### config.mk
export PLATFORM = sky130hd
export DESIGN_NAME = html_token_scanner
export DESIGN_NICKNAME = d
export VERILOG_FILES = /design/src/rtl/core/hts_pkg.sv /design/src/rtl/core/html_token_scanner.sv
export SDC_FILE = /design/constraint.sdc
export NUM_CORES = 1
export LEC_CHECK = 0
export ABC_AREA = 1
export BUFFER_PORTS_ARGS = -buffer_cell sky130_fd_sc_hd__buf_2
export CAP_MARGIN = 25
export CORE_ASPECT_RATIO = 1.4
export CORE_MARGIN = 5
export CORE_UTILIZATION = 69
export CTS_CLUSTER_DIAMETER = 100
export DETAILED_ROUTE_END_ITERATION = 8
export PLACE_DENSITY = 0.88
export SYNTH_ARGS = -nofsm -noshare
export SYNTH_HDL_FRONTEND = slang
export SYNTH_SLANG_ARGS = --single-unit
### constraint.sdc
create_clock -name clk -period 5.3 [get_ports clk]
set_input_delay 0.53 -clock clk [delete_from_list [all_inputs] [get_ports clk]]
set_output_delay 0.53 -clock clk [all_outputs]
set_load 0.02 [all_outputs]
### src/rtl/core/hts_pkg.sv
// Shared types and constants for the HTML token scanner.
// Holds the item structs, the scanner state encoding, the event kinds and
// the byte codes. No dependencies.
`timescale 1ns / 1ps
`default_nettype none

package hts_pkg;

	// Default widths of the length counters and the byte position
	localparam int LENGTH_BITS_DEF   = 16;
	localparam int POSITION_BITS_DEF = 32;

	// Fixed widths of the result fields
	localparam int OUT_START_BITS  = 32;
	localparam int OUT_LENGTH_BITS = 16;

	// Input item modes
	localparam logic MODE_BYTE  = 1'b0;
	localparam logic MODE_FLUSH = 1'b1;

	// Event kinds
	localparam logic [2:0] EV_NONE  = 3'd0;
	localparam logic [2:0] EV_TEXT  = 3'd1;
	localparam logic [2:0] EV_START = 3'd2;
	localparam logic [2:0] EV_END   = 3'd3;
	localparam logic [2:0] EV_ATTR  = 3'd4;
	localparam logic [2:0] EV_VALUE = 3'd5;

	// Byte codes
	localparam logic [7:0] CH_LT     = 8'h3C;
	localparam logic [7:0] CH_GT     = 8'h3E;
	localparam logic [7:0] CH_BANG   = 8'h21;
	localparam logic [7:0] CH_DASH   = 8'h2D;
	localparam logic [7:0] CH_QUEST  = 8'h3F;
	localparam logic [7:0] CH_EQ     = 8'h3D;
	localparam logic [7:0] CH_SLASH  = 8'h2F;
	localparam logic [7:0] CH_DQUOTE = 8'h22;
	localparam logic [7:0] CH_SQUOTE = 8'h27;
	localparam logic [7:0] CH_LBRACK = 8'h5B;
	localparam logic [7:0] CH_RBRACK = 8'h5D;
	localparam logic [7:0] CH_SPACE  = 8'h20;
	localparam logic [7:0] CH_TAB    = 8'h09;
	localparam logic [7:0] CH_LF     = 8'h0A;
	localparam logic [7:0] CH_VT     = 8'h0B;
	localparam logic [7:0] CH_FF     = 8'h0C;
	localparam logic [7:0] CH_CR     = 8'h0D;
	localparam logic [7:0] CH_UP_A   = 8'h41;
	localparam logic [7:0] CH_UP_Z   = 8'h5A;
	localparam logic [7:0] CH_LO_A   = 8'h61;
	localparam logic [7:0] CH_LO_Z   = 8'h7A;

	// Markup counter targets
	localparam logic [1:0] DASH_OPEN    = 2'd2;
	localparam logic [2:0] DOCTYPE_FULL = 3'd7;
	localparam logic [7:0] CDATA_OPEN   = 8'd3;
	localparam logic [7:0] CDATA_MAX    = 8'd255;

	// Scanner states, one-hot
	typedef enum logic [24:0] {
		ST_DATA           = 25'h0000001,
		ST_TAG_OPEN       = 25'h0000002,
		ST_TAG_NAME       = 25'h0000004,
		ST_CLOSE_OPEN     = 25'h0000008,
		ST_BEFORE_ATTR    = 25'h0000010,
		ST_ATTR_NAME      = 25'h0000020,
		ST_BEFORE_VALUE   = 25'h0000040,
		ST_AFTER_ATTR     = 25'h0000080,
		ST_VAL_DQ         = 25'h0000100,
		ST_VAL_SQ         = 25'h0000200,
		ST_VAL_UNQ        = 25'h0000400,
		ST_AFTER_VALUE    = 25'h0000800,
		ST_SLASH_TAG      = 25'h0001000,
		ST_SLASH_ATTR     = 25'h0002000,
		ST_MARKUP         = 25'h0004000,
		ST_BOGUS          = 25'h0008000,
		ST_CMT_START      = 25'h0010000,
		ST_CMT_START_DASH = 25'h0020000,
		ST_CMT            = 25'h0040000,
		ST_CMT_END_DASH   = 25'h0080000,
		ST_CMT_END        = 25'h0100000,
		ST_CMT_END_BANG   = 25'h0200000,
		ST_DOCTYPE        = 25'h0400000,
		ST_DOCTYPE_NAME   = 25'h0800000,
		ST_CDATA          = 25'h1000000
	} scan_state_t;

	typedef struct packed {
		logic       mode;
		logic [7:0] data_byte;
	} in_item_t;

	typedef struct packed {
		logic [2:0]                 event_kind;
		logic [OUT_START_BITS-1:0]  token_start;
		logic [OUT_LENGTH_BITS-1:0] token_length;
	} out_item_t;

endpackage

`default_nettype wire

### src/rtl/core/html_token_scanner.sv
// HTML token scanner top level: input register, tokenizer state machine and
// result register. Depends on hts_pkg.
//
// Timing: an accepted byte is held in the input register (s1), and its result
// goes into the result register (s2); a stalled result holds both registers.
// Throughput: one byte per cycle while the result is not stalled; the whole
// state update for a byte is one pass of tokenizer logic between s1 and s2.
// Reset: arst_n clears both valid flags and puts the scanner in the data state
// with all counters and positions at zero.
`timescale 1ns / 1ps
`default_nettype none

module html_token_scanner
	import hts_pkg::*;
#(
	parameter int LENGTH_BITS   = LENGTH_BITS_DEF,
	parameter int POSITION_BITS = POSITION_BITS_DEF
) (
	input  wire logic      clk,
	input  wire logic      arst_n,
	input  wire logic      in_valid,
	output logic           in_ready,
	input  wire in_item_t  in_item,
	output logic           out_valid,
	input  wire logic      out_ready,
	output out_item_t      out_item
);

	localparam logic [LENGTH_BITS-1:0]   LenMax = '1;
	localparam logic [POSITION_BITS-1:0] PosOne = POSITION_BITS'(1);
	localparam logic [LENGTH_BITS-1:0]   LenOne = LENGTH_BITS'(1);

	// Pipeline registers
	logic      valid_s1, valid_s2;
	in_item_t  item_s1;
	out_item_t result_s2;
	logic      advance;

	// Scanner state
	scan_state_t              state_q, nxt_state;
	logic [LENGTH_BITS-1:0]   run_q, space_q, nl_q;
	logic [LENGTH_BITS-1:0]   nxt_run, nxt_space, nxt_nl;
	logic [1:0]               dash_q, nxt_dash;
	logic [2:0]               doc_q, nxt_doc;
	logic [7:0]               cdata_q, nxt_cdata;
	logic [POSITION_BITS-1:0] pos_q, nxt_pos, start_q, nxt_start;
	logic                     fslash_q, nxt_fslash, pend_q, nxt_pend;

	// Per-byte helpers
	logic [7:0]               c;
	logic                     is_sp, is_let, is_doc_let, fs_cur;
	logic [LENGTH_BITS-1:0]   run_inc, space_inc, nl_inc, text_len;
	logic [LENGTH_BITS+1:0]   text_sum;
	logic [1:0]               dash_p1;
	logic [2:0]               doc_p1;
	logic [7:0]               cdata_inc;
	logic [2:0]               tag_kind;

	// Event before width fitting
	logic [2:0]                  ev_kind;
	logic [POSITION_BITS-1:0]    ev_start;
	logic [LENGTH_BITS-1:0]      ev_len;
	logic [LENGTH_BITS+15:0]     ev_len_ext;
	logic [POSITION_BITS+31:0]   ev_start_ext;
	out_item_t                   result;

	// Handshake: s1 moves on when the result register is free or being taken
	assign advance   = valid_s1 && (!valid_s2 || out_ready);
	assign in_ready  = !valid_s1 || advance;
	assign out_valid = valid_s2;
	assign out_item  = result_s2;

	always_ff @(posedge clk or negedge arst_n) begin
		if (!arst_n) begin
			valid_s1 <= 1'b0;
		end else if (in_ready) begin
			valid_s1 <= in_valid;
		end
	end

	// Hold the accepted byte
	always_ff @(posedge clk) begin
		if (in_valid && in_ready) begin
			item_s1 <= in_item;
		end
	end

	always_ff @(posedge clk or negedge arst_n) begin
		if (!arst_n) begin
			valid_s2 <= 1'b0;
		end else if (advance) begin
			valid_s2 <= 1'b1;
		end else if (out_ready) begin
			valid_s2 <= 1'b0;
		end
	end

	always_ff @(posedge clk) begin
		if (advance) begin
			result_s2 <= result;
		end
	end

	// Scanner state update, one byte per transfer out of s1
	always_ff @(posedge clk or negedge arst_n) begin
		if (!arst_n) begin
			state_q  <= ST_DATA;
			run_q    <= '0;
			space_q  <= '0;
			nl_q     <= '0;
			dash_q   <= '0;
			doc_q    <= '0;
			cdata_q  <= '0;
			pos_q    <= '0;
			start_q  <= '0;
			fslash_q <= 1'b0;
			pend_q   <= 1'b1;
		end else if (advance) begin
			state_q  <= nxt_state;
			run_q    <= nxt_run;
			space_q  <= nxt_space;
			nl_q     <= nxt_nl;
			dash_q   <= nxt_dash;
			doc_q    <= nxt_doc;
			cdata_q  <= nxt_cdata;
			pos_q    <= nxt_pos;
			start_q  <= nxt_start;
			fslash_q <= nxt_fslash;
			pend_q   <= nxt_pend;
		end
	end

	// Byte classes and saturating counters
	always_comb begin
		c      = item_s1.data_byte;
		is_sp  = (c == CH_SPACE) || (c == CH_TAB) || (c == CH_LF) ||
		         (c == CH_VT) || (c == CH_FF) || (c == CH_CR);
		is_let = ((c >= CH_UP_A) && (c <= CH_UP_Z)) || ((c >= CH_LO_A) && (c <= CH_LO_Z));
		// letters of "doctype" in either case
		is_doc_let = (c == 8'h64) || (c == 8'h44) || (c == 8'h6F) || (c == 8'h4F) ||
		             (c == 8'h63) || (c == 8'h43) || (c == 8'h74) || (c == 8'h54) ||
		             (c == 8'h79) || (c == 8'h59) || (c == 8'h70) || (c == 8'h50) ||
		             (c == 8'h65) || (c == 8'h45);
		fs_cur    = pend_q ? (c == CH_SLASH) : fslash_q;
		tag_kind  = fs_cur ? EV_END : EV_START;
		run_inc   = (run_q == LenMax) ? run_q : run_q + LenOne;
		space_inc = (space_q == LenMax) ? space_q : space_q + LenOne;
		nl_inc    = (nl_q == LenMax) ? nl_q : nl_q + LenOne;
		text_sum  = {2'b00, run_q} + {2'b00, space_q} + {2'b00, nl_q};
		text_len  = (text_sum > {2'b00, LenMax}) ? LenMax : text_sum[LENGTH_BITS-1:0];
		dash_p1   = dash_q + 2'd1;
		doc_p1    = doc_q + 3'd1;
		cdata_inc = (cdata_q == CDATA_MAX) ? cdata_q : cdata_q + 8'd1;
	end

	// Tokenizer transition
	always_comb begin
		nxt_state  = state_q;
		nxt_run    = run_q;
		nxt_space  = space_q;
		nxt_nl     = nl_q;
		nxt_dash   = dash_q;
		nxt_doc    = doc_q;
		nxt_cdata  = cdata_q;
		nxt_pos    = pos_q;
		nxt_start  = start_q;
		nxt_fslash = fslash_q;
		nxt_pend   = pend_q;
		ev_kind    = EV_NONE;
		ev_start   = '0;
		ev_len     = '0;

		if (item_s1.mode == MODE_FLUSH) begin
			// flush pending text, keep state and positions
			if (run_q != '0) begin
				ev_kind  = EV_TEXT;
				ev_start = start_q;
				ev_len   = text_len;
			end
			nxt_run   = '0;
			nxt_space = '0;
			nxt_nl    = '0;
		end else begin
			nxt_pos    = pos_q + PosOne;
			nxt_fslash = fs_cur;
			nxt_pend   = 1'b0;

			unique case (state_q)
				ST_DATA: begin
					if (c == CH_LT) begin
						if (run_q != '0) begin
							ev_kind  = EV_TEXT;
							ev_start = start_q;
							ev_len   = text_len;
						end
						nxt_run   = run_inc;
						nxt_space = '0;
						nxt_nl    = '0;
						nxt_state = ST_TAG_OPEN;
					end else if (c == CH_CR || c == CH_LF || c == CH_FF) begin
						nxt_nl = nl_inc;
					end else if (c == CH_SPACE || c == CH_TAB || c == CH_VT) begin
						nxt_space = space_inc;
					end else begin
						nxt_run = run_inc;
					end
				end
				ST_TAG_OPEN: begin
					if (c == CH_BANG) begin
						nxt_start = pos_q + PosOne; nxt_run = '0; nxt_pend = 1'b1;
						nxt_state = ST_MARKUP;
					end else if (c == CH_SLASH || is_let) begin
						nxt_start = pos_q; nxt_run = LenOne;
						nxt_fslash = (c == CH_SLASH); nxt_pend = 1'b0;
						nxt_state = (c == CH_SLASH) ? ST_CLOSE_OPEN : ST_TAG_NAME;
					end else if (c == CH_GT) begin
						nxt_start = pos_q + PosOne; nxt_run = '0; nxt_pend = 1'b1;
						nxt_state = ST_DATA;
					end else if (c == CH_QUEST) begin
						nxt_start = pos_q + PosOne; nxt_run = '0; nxt_pend = 1'b1;
						nxt_state = ST_BOGUS;
					end else begin
						nxt_run   = run_inc;
						nxt_state = ST_DATA;
					end
				end
				ST_TAG_NAME: begin
					if (is_sp || c == CH_GT) begin
						if (run_q != '0) begin
							ev_kind = tag_kind; ev_start = start_q; ev_len = run_q;
						end
						nxt_start = pos_q + PosOne; nxt_run = '0; nxt_pend = 1'b1;
						nxt_state = is_sp ? ST_BEFORE_ATTR : ST_DATA;
					end else begin
						nxt_run = run_inc;
						if (c == CH_SLASH) nxt_state = ST_SLASH_TAG;
					end
				end
				ST_CLOSE_OPEN: begin
					if (is_let) begin
						nxt_run = run_inc; nxt_state = ST_TAG_NAME;
					end else begin
						nxt_start = pos_q + PosOne; nxt_run = '0; nxt_pend = 1'b1;
						nxt_state = (c == CH_GT) ? ST_DATA : ST_BOGUS;
					end
				end
				ST_BEFORE_ATTR: begin
					if (is_sp) begin
						nxt_start = pos_q + PosOne; nxt_run = '0; nxt_pend = 1'b1;
					end else if (c == CH_GT) begin
						nxt_start = pos_q + PosOne; nxt_run = '0; nxt_pend = 1'b1;
						nxt_state = ST_DATA;
					end else if (c == CH_SLASH) begin
						nxt_run = run_inc; nxt_state = ST_SLASH_TAG;
					end else if (c == CH_SQUOTE || c == CH_DQUOTE || c == CH_EQ || c == CH_LT) begin
						nxt_state = ST_ATTR_NAME;
					end else begin
						nxt_run = run_inc; nxt_state = ST_ATTR_NAME;
					end
				end
				ST_ATTR_NAME: begin
					if (c == CH_EQ || c == CH_GT || is_sp) begin
						// zero-length names are still reported
						ev_kind = EV_ATTR; ev_start = start_q; ev_len = run_q;
						nxt_start = pos_q + PosOne; nxt_run = '0; nxt_pend = 1'b1;
						nxt_state = (c == CH_EQ) ? ST_BEFORE_VALUE :
						            (c == CH_GT) ? ST_DATA : ST_AFTER_ATTR;
					end else begin
						nxt_run = run_inc;
						if (c == CH_SLASH) nxt_state = ST_SLASH_ATTR;
					end
				end
				ST_BEFORE_VALUE: begin
					if (is_sp || c == CH_DQUOTE || c == CH_SQUOTE || c == CH_GT) begin
						nxt_start = pos_q + PosOne; nxt_run = '0; nxt_pend = 1'b1;
						if (c == CH_DQUOTE) nxt_state = ST_VAL_DQ;
						else if (c == CH_SQUOTE) nxt_state = ST_VAL_SQ;
						else if (c == CH_GT) nxt_state = ST_DATA;
					end else begin
						nxt_run = run_inc; nxt_state = ST_VAL_UNQ;
					end
				end
				ST_AFTER_ATTR: begin
					if (is_sp) begin
						nxt_start = pos_q + PosOne; nxt_run = '0; nxt_pend = 1'b1;
					end else if (c == CH_EQ) begin
						nxt_start = pos_q + PosOne; nxt_run = '0; nxt_pend = 1'b1;
						nxt_state = ST_BEFORE_VALUE;
					end else if (c == CH_GT) begin
						nxt_start = pos_q + PosOne; nxt_run = '0; nxt_pend = 1'b1;
						nxt_state = ST_DATA;
					end else if (is_let) begin
						nxt_run = run_inc; nxt_state = ST_ATTR_NAME;
					end else if (c == CH_SLASH) begin
						nxt_run = run_inc; nxt_state = ST_SLASH_TAG;
					end else begin
						nxt_start = pos_q + PosOne; nxt_run = '0; nxt_pend = 1'b1;
						nxt_state = ST_ATTR_NAME;
					end
				end
				ST_VAL_DQ, ST_VAL_SQ: begin
					if ((state_q == ST_VAL_DQ && c == CH_DQUOTE) ||
					    (state_q == ST_VAL_SQ && c == CH_SQUOTE)) begin
						if (run_q != '0) begin
							ev_kind = EV_VALUE; ev_start = start_q; ev_len = run_q;
						end
						nxt_start = pos_q + PosOne; nxt_run = '0; nxt_pend = 1'b1;
						nxt_state = ST_AFTER_VALUE;
					end else begin
						nxt_run = run_inc;
					end
				end
				ST_VAL_UNQ: begin
					if (is_sp || c == CH_GT) begin
						if (run_q != '0) begin
							ev_kind = EV_VALUE; ev_start = start_q; ev_len = run_q;
						end
						nxt_start = pos_q + PosOne; nxt_run = '0; nxt_pend = 1'b1;
						nxt_state = is_sp ? ST_BEFORE_ATTR : ST_DATA;
					end else begin
						nxt_run = run_inc;
					end
				end
				ST_AFTER_VALUE: begin
					if (c == CH_SLASH) begin
						nxt_run = run_inc; nxt_state = ST_SLASH_TAG;
					end else begin
						nxt_start = pos_q + PosOne; nxt_run = '0; nxt_pend = 1'b1;
						nxt_state = (c == CH_GT) ? ST_DATA : ST_BEFORE_ATTR;
					end
				end
				ST_SLASH_TAG: begin
					if (c == CH_GT) begin
						if (run_q != '0) begin
							ev_kind = tag_kind; ev_start = start_q; ev_len = run_q;
						end
						nxt_start = pos_q + PosOne; nxt_run = '0; nxt_pend = 1'b1;
						nxt_state = ST_DATA;
					end else if (is_sp) begin
						nxt_start = pos_q + PosOne; nxt_run = '0; nxt_pend = 1'b1;
						nxt_state = ST_BEFORE_ATTR;
					end else begin
						// report the tag before the slash, restart at this byte
						if (run_q > LenOne) begin
							ev_kind = tag_kind; ev_start = start_q; ev_len = run_q - LenOne;
							nxt_start = pos_q; nxt_run = LenOne;
							nxt_fslash = (c == CH_SLASH); nxt_pend = 1'b0;
						end
						nxt_state = ST_BEFORE_ATTR;
					end
				end
				ST_SLASH_ATTR: begin
					if (c == CH_GT) begin
						if (run_q != '0) begin
							ev_kind = EV_ATTR; ev_start = start_q; ev_len = run_q;
						end
						nxt_start = pos_q + PosOne; nxt_run = '0; nxt_pend = 1'b1;
						nxt_state = ST_DATA;
					end else if (is_sp) begin
						nxt_start = pos_q + PosOne; nxt_run = '0; nxt_pend = 1'b1;
						nxt_state = ST_BEFORE_ATTR;
					end else begin
						nxt_run = run_inc; nxt_state = ST_BEFORE_ATTR;
					end
				end
				ST_MARKUP: begin
					if (c == CH_DASH) begin
						nxt_start = pos_q + PosOne; nxt_run = '0; nxt_pend = 1'b1;
						nxt_doc   = '0;
						nxt_cdata = '0;
						if (dash_p1 == DASH_OPEN) begin
							nxt_state = ST_CMT_START; nxt_dash = '0;
						end else begin
							nxt_dash = dash_p1;
						end
					end else if (is_doc_let) begin
						if (doc_p1 == DOCTYPE_FULL) begin
							nxt_start = pos_q + PosOne; nxt_run = '0; nxt_pend = 1'b1;
							nxt_state = ST_DOCTYPE; nxt_doc = '0;
						end else begin
							nxt_run = run_inc; nxt_doc = doc_p1;
						end
					end else if (c == CH_LBRACK || c == CH_UP_A) begin
						if (cdata_inc == CDATA_OPEN) begin
							nxt_start = pos_q + PosOne; nxt_run = '0; nxt_pend = 1'b1;
							nxt_state = ST_CDATA; nxt_cdata = '0;
						end else begin
							nxt_run = run_inc; nxt_cdata = cdata_inc;
						end
					end else begin
						nxt_run   = run_inc;
						nxt_dash  = '0;
						nxt_doc   = '0;
						nxt_cdata = '0;
						nxt_state = ST_DATA;
					end
				end
				ST_BOGUS: begin
					nxt_start = pos_q + PosOne; nxt_run = '0; nxt_pend = 1'b1;
					if (c == CH_GT) nxt_state = ST_DATA;
				end
				ST_CMT_START, ST_CMT_START_DASH, ST_CMT, ST_CMT_END_DASH: begin
					nxt_start = pos_q + PosOne; nxt_run = '0; nxt_pend = 1'b1;
					if (c == CH_DASH) begin
						if (state_q == ST_CMT_START) nxt_state = ST_CMT_START_DASH;
						else if (state_q == ST_CMT) nxt_state = ST_CMT_END_DASH;
						else nxt_state = ST_CMT_END;
					end
				end
				ST_CMT_END: begin
					if (c == CH_GT || c == CH_BANG) begin
						nxt_start = pos_q + PosOne; nxt_run = '0; nxt_pend = 1'b1;
						nxt_state = (c == CH_GT) ? ST_DATA : ST_CMT_END_BANG;
					end
				end
				ST_CMT_END_BANG: begin
					nxt_start = pos_q + PosOne; nxt_run = '0; nxt_pend = 1'b1;
					if (c == CH_GT) nxt_state = ST_DATA;
					else if (c != CH_BANG) nxt_state = ST_CMT;
				end
				ST_DOCTYPE: begin
					nxt_start = pos_q + PosOne; nxt_run = '0; nxt_pend = 1'b1;
					nxt_state = ST_DOCTYPE_NAME;
				end
				ST_DOCTYPE_NAME: begin
					if (is_sp || c == CH_GT) begin
						nxt_start = pos_q + PosOne; nxt_run = '0; nxt_pend = 1'b1;
						if (c == CH_GT) nxt_state = ST_DATA;
					end else begin
						nxt_run = run_inc;
					end
				end
				ST_CDATA: begin
					// count bytes since ']'; a '>' one byte after it closes
					if (c == CH_RBRACK || cdata_q != '0) begin
						if (c == CH_GT) begin
							if (cdata_q == 8'd1) nxt_state = ST_DATA;
							nxt_cdata = 8'd1;
						end else begin
							nxt_cdata = cdata_inc;
						end
					end
				end
				default: begin
					nxt_state = ST_DATA;
				end
			endcase
		end
	end

	// Fit the event to the result field widths
	always_comb begin
		ev_len_ext   = {16'b0, ev_len};
		ev_start_ext = {32'b0, ev_start};
		result.event_kind   = ev_kind;
		result.token_start  = ev_start_ext[OUT_START_BITS-1:0];
		result.token_length = (ev_len_ext > (LENGTH_BITS + 16)'(16'hFFFF)) ?
		                      16'hFFFF : ev_len_ext[OUT_LENGTH_BITS-1:0];
	end

endmodule

`default_nettype wire

# Word level (Yosys, flattened, before mapping)
# Index checks and enable logic that the tools add are counted.
[word_totals] register_bits=214
[op_classes] addsub=10 order_cmp=6 eq_ne=106 mux=212 bitwise_logic=1 reduce_logical=70
[ops] cell="$mux W32" n=37
[ops] cell="$mux W16" n=63
[ops] cell="$mux W25" n=27
[ops] cell="$pmux W25 S20" n=1
[ops] cell="$pmux W32 S14" n=1
[ops] cell="$pmux W16 S15" n=1
[ops] cell="$pmux W32 S6" n=1
[ops] cell="$eq A8 B7 Y1 const B" n=17
[ops] cell="$pmux W16 S6" n=1
[ops] cell="$eq A8 B6 Y1 const B" n=10
[ops] cell="$mux W13" n=6
[ops] cell="$mux W8" n=9
[ops] cell="$add A16 B1 Y16 const B" n=3
[ops] cell="$eq A16 B16 Y1 const B" n=3
[ops] cell="$mux W21" n=2
[ops] cell="$eq A8 B4 Y1 const B" n=5
[ops] cell="$logic_or A1 B1 Y1" n=38
[ops] cell="$mux W3" n=12
[ops] cell="$mux W1" n=35
[ops] cell="$add A32 B1 Y32 const B" n=1
[ops] cell="$reduce_bool A16 Y1" n=2
[ops] cell="$ne A2 B2 Y1 const B" n=15
[ops] cell="$ne A3 B3 Y1 const B" n=10
[ops] cell="$eq A25 B1 Y1 const B" n=1
[ops] cell="70 further kinds" n=104

# Depth between registers and ports, before layout
[logic_depth] ltp_word=18 ltp_mapped=19 mapped_depth_nobuf=19

# Worst setup path after synthesis
# No wires, ideal clock.
[synth_path] kind="register to register" startpoint="register run_q[1]" endpoint="register result_s2, in the netlist out_item[15] (data pin)" setup_time_ns=0.252 arrival_ns=2.716 t_required_ns=5.048 setup_slack_ns=2.332 stages_incl_launch_ff=20 n_path_buf=0 period_less_slack_ns=2.968 cell_sequence="dfrtp_1 -> inv_1 -> fa_1 -> inv_1 -> ha_1 -> inv_1 -> fa_1 -> inv_1 -> nand3_1 -> nand2_1 -> nand2_1 -> a21oi_1 -> nand2_1 -> nand2_1 -> xor2_1 -> nand3_1 -> nand2_1 -> nand3_1 -> nand2_1 -> nand2_1"
[synth_between] elab_chain_len=8 elab_cells_between_ends=18 classes_between="3 x add/sub; 2 x order compare; 12 x mux; 1 x reduce/logical"
[synth_rtl] item="start: declaration" line_no="html_token_scanner.sv:41" rtl="logic [LENGTH_BITS-1:0] run_q, space_q, nl_q;"
[synth_rtl] item="start signal: assignment" line_no="html_token_scanner.sv:120" rtl="run_q <= nxt_run;"
[synth_rtl] item="$add A16 B16 Y17" line_no="html_token_scanner.sv:149" rtl="text_sum = {2'b00, run_q} + {2'b00, space_q} + {2'b00, nl_q};"
[synth_rtl] item="$add A17 B16 Y18" line_no="html_token_scanner.sv:149"
[synth_rtl] item="$gt A18 B16 Y1" line_no="html_token_scanner.sv:150" rtl="text_len = (text_sum > {2'b00, LenMax}) ? LenMax : text_sum[LENGTH_BITS-1:0];"
[synth_rtl] item="$mux W16" line_no="html_token_scanner.sv:150"
[synth_rtl] item="$mux W16" line_no="html_token_scanner.sv:175, html_token_scanner.sv:191"
[synth_rtl] item="$mux W16" line_no="html_token_scanner.sv:190" rtl="if (c == CH_LT) begin"
[synth_rtl] item="$pmux W16 S6" line_no="html_token_scanner.sv:188" rtl="unique case (state_q)"
[synth_rtl] item="$mux W16 (*)" line_no="html_token_scanner.sv:173" rtl="if (item_s1.mode == MODE_FLUSH) begin"
[synth_rtl] item="via ev_len[15]" line_no="html_token_scanner.sv:62" rtl="logic [LENGTH_BITS-1:0] ev_len;"
[synth_rtl] item="end signal: assignment" line_no="html_token_scanner.sv:100" rtl="result_s2 <= result;"
[synth_rtl] item="end: declaration" line_no="html_token_scanner.sv:36" rtl="out_item_t result_s2;"
# Mark *: on every way through the listed nets, which the timed path passes. The rest lies on a longest branch.
# A chain may end at the register's enable or synchronous reset.

# Worst setup path in the final report
[layout_path] startpoint="register run_q[0]" endpoint="register result_s2, in the netlist out_item[32] (data pin)"
[layout_between] elab_chain_len=6 elab_cells_between_ends=12 classes_between="1 x order compare; 10 x mux; 1 x reduce/logical"
[layout_rtl] item="$gt A16 B1 Y1" line_no="html_token_scanner.sv:344" rtl="if (run_q > LenOne) begin"
[layout_rtl] item="$mux W32" line_no="html_token_scanner.sv:344"
[layout_rtl] item="$mux W32" line_no="html_token_scanner.sv:339" rtl="end else if (is_sp) begin"
[layout_rtl] item="$mux W32" line_no="html_token_scanner.sv:333" rtl="if (c == CH_GT) begin"
[layout_rtl] item="$pmux W32 S6" line_no="html_token_scanner.sv:188"
[layout_rtl] item="$mux W32 (*)" line_no="html_token_scanner.sv:173"
[layout_rtl] item="via ev_start[16]" line_no="html_token_scanner.sv:61" rtl="logic [POSITION_BITS-1:0] ev_start;"
# Marked as above.

==> flow_metrics.tcl <==
set metrics [dict create \
    maxCapViolations 0 \
    slowest_stage "nor2_4" \
    cts_buffers 24 \
    globalplace.congestion 1.06 \
    ys_ff_latch 214 \
    peakVddDrop_mv 0.324 \
    synth_nets 2557 \
    postCtsSetupBuffers 0 \
    synth.avg_cell_area_um2 6.81 \
    synth_edf_count 60 \
    tns_ps 0 \
    outcome "finished clean" \
    track_usage_pct 39.2 \
    synth_cell_type_count 63 \
    synth_top_area_cell "dfrtp_1" \
    syn-cell-area_um2 17000 \
    drive_gt1_share_pct 11.3 \
    fill_cells 1992 \
    ys.flop_type "dfrtp_1" \
    syn_inst 2501 \
    syn_to_final_growth_pct 6.85 \
    ys_async_sr_fraction_pct 72.0 \
    final_antenna_net_count 0 \
    fp.dieArea_um2 28000 \
    critPathKind "reg -> reg" \
    antenna_cells 0 \
    finClkSkew_ps 18.5 \
    htreeDepth 1 \
    antenna_found_initial 1 \
    regToRegStartpoint "run_q[0]" \
    die_x_um 143 \
    grt_overflow 0 \
    final_nets 2585 \
    hold_path_depth 1 \
    cts_sinks 214 \
    reg2reg_depth 15 \
    rows 68 \
    worstMarginPinSlew_ps 958 \
    portBuffers 65 \
    yosys_warnings 0 \
    via_count 17900 \
    wl_per_cell_um 19.4 \
    fin_crit_ps 3720 \
    clk_latency_ps 560 \
    synth_top_area_share_pct 22.3 \
    rsz0062_at_grt "false" \
    io_pins 66 \
    ctsLongestPathBuffers 3 \
    max_stage_delay_ps 690 \
    cp-start-kind "flop" \
    dr.pass1.iters 7 \
    crit_arrival_ps 4020 \
    dpl.cell_count 2816 \
    min_to "c[2]" \
    via_per_inst 6.25 \
    synthTopCellsByCount "718 x nand2_1, 285 x inv_1, 282 x nor2_1" \
    grt_pass1_wl_um 88100 \
    drt_iter0_drc 2115 \
    r2r_setup_slack_ps 1580 \
    synth_area_leaders "dfrtp_1 22%, nand2_1 16%, edfxtp_1 11%" \
    drt-total-wl_um 55600 \
    yosysMostFrequentCell "nand2_1" \
    fin_cells 2862 \
    hold_class "in -> reg" \
    postCtsHoldBufs 1 \
    worstPathCellList "inv_1, ha_1, nand2_1, nor2_2, inv_1, nor2_4, inv_2, nand2_4, o21a_2, nand2_2, nand2_2, a21oi_2, nor2_4, buf_4, nor2_2" \
    p_per_area_nw_per_um2 316 \
    core_um2 24500 \
    grt_pass1_vias 17600 \
    hold_viol_final 0 \
    hpwl_um 40600 \
    r2r-end "out_item[32]" \
    path_max_fanout 21 \
    drc 0 \
    relSlewSlack_pct 36.0 \
    cts_tree "done" \
    setup_viol 0 \
    cts-resized-gates 0 \
    cp_data_required_time_ps 5610 \
    min_from "in_item[2]" \
    fin_crit_sh_pct 70.1 \
    die_h_um 196 \
    end_kind "flop" \
    clk_pin_slew_worst_paths_ps 70 \
    timing.fmax_mhz 269 \
    slew_viol_final 0 \
    ys_seq_area_share_pct 33.2 \
    initial_core_util_pct 69.5 \
    cts_root_buf "clkbuf_16" \
    leakagePower_nw 8.80 \
    grt_max_degree 59 \
]
-- power by group --
group          switching [W]  internal (W)  leakage (nW)  total [W]
clock               0.000755      0.000934         0.378    0.00169
sequential          0.000168       0.00193          2.65    0.00209
combinational        0.00144      0.000533          5.77    0.00197
total                0.00236       0.00339          8.80    0.00575
-- layout make-up --
type,count,area (um2),area share (%)
repair buffers,84,477,2.62
well taps,315,394,2.16
flip-flops and latches,214,5660,31.1
inverters,309,1160,6.37
multi-input cells,1896,9740,53.5
clock buffers,30,653,3.59
clock inverters,14,125,0.687
-- worst max-delay path by stage --
| stage | from | end | slack [ps] | cells after the start |
|---|---|---|---|---|
| final | run_q[0] | out_item[32] | 1580 | 15 |
| after global routing | run_q[0] | out_item[45] | 1440 | 15 |
| after CTS | c[3] | out_item[32] | 1130 | 13 |
| after detailed placement | c[0] | out_item[32] | 1150 | 14 |
| after global placement | c[0] | out_item[46] | 1270 | 14 |
| after floorplan | run_q[1] | out_item[15] | 2330 | 19 |
-- per-layer routing --
layer  vias up  GRT usage (%)  routed length, um
met1      8252           45.2              19600
met3       324           5.02               4420
met4         2           25.5               4380
met2      1067           67.6              27200
li1       8233              -                  -
met5         -              0                 13
-- logic make-up after synthesis --
logic type               synth area share (%)
AO/OA/AOI/OAI                            12.6
XOR/XNOR                                 2.11
adder cells (fa/ha/maj)                  3.91
buffers and inverters                    9.68
flip-flops                               33.2
AND/OR/NAND/NOR                          38.5
-- registers in the layout, summed over array words and instances (netlist names) --
signal and flops:
start_q 32, fslash_q 1, cdata_q 8, c 8
pend_q 1, out_item 51, doc_q 3, out_valid 1
space_q 16, run_q 16, dash_q 2, item_s1 1
valid_s1 1, pos_q 32, state_q 25, nl_q 16
-- cells in the final DEF, fill, tap and decap left out, drive strengths merged, types with 30 or more instances in the layout --
cell type	synthesis	routed
o211ai	37	37
buf	49	83
clkbuf	33	30
nand3	218	218
edfxtp	60	60
nor3	49	49
a21oi	86	86
dfrtp	152	152
o21ai	180	180
xor2	35	35
inv	307	310
nand2	737	737
nor2	357	357
nand4	60	60
-- metrics by stage --
stage | util (%) | setup slack (ps) | power [W] | instance area (um2) | hold slack, ps
after detailed placement | 71.0 | 1150 | 0.00402 | 17400 | 469
final | 74.3 | 1580 | 0.00575 | 18200 | 155
after CTS | 74.3 | 1130 | 0.00569 | 18200 | 143
after global placement | 71.0 | 1270 | 0.00396 | 17400 | 463
after floorplan | - | 2330 | 0.00354 | 17000 | 234
after global routing | 74.3 | 1440 | 0.00600 | 18200 | 160
-- worst max-delay path: cells and delay by family, from the launching register on --
| family | cells | cell delay (ps) |
|---|---|---|
| simple gates | 8 | 1730 |
| buf+inv | 4 | 770 |
| flops | 1 | 480 |
| compound gates | 2 | 270 |
| fa+ha+maj | 1 | 210 |
Power figures use the tool's default switching activity.
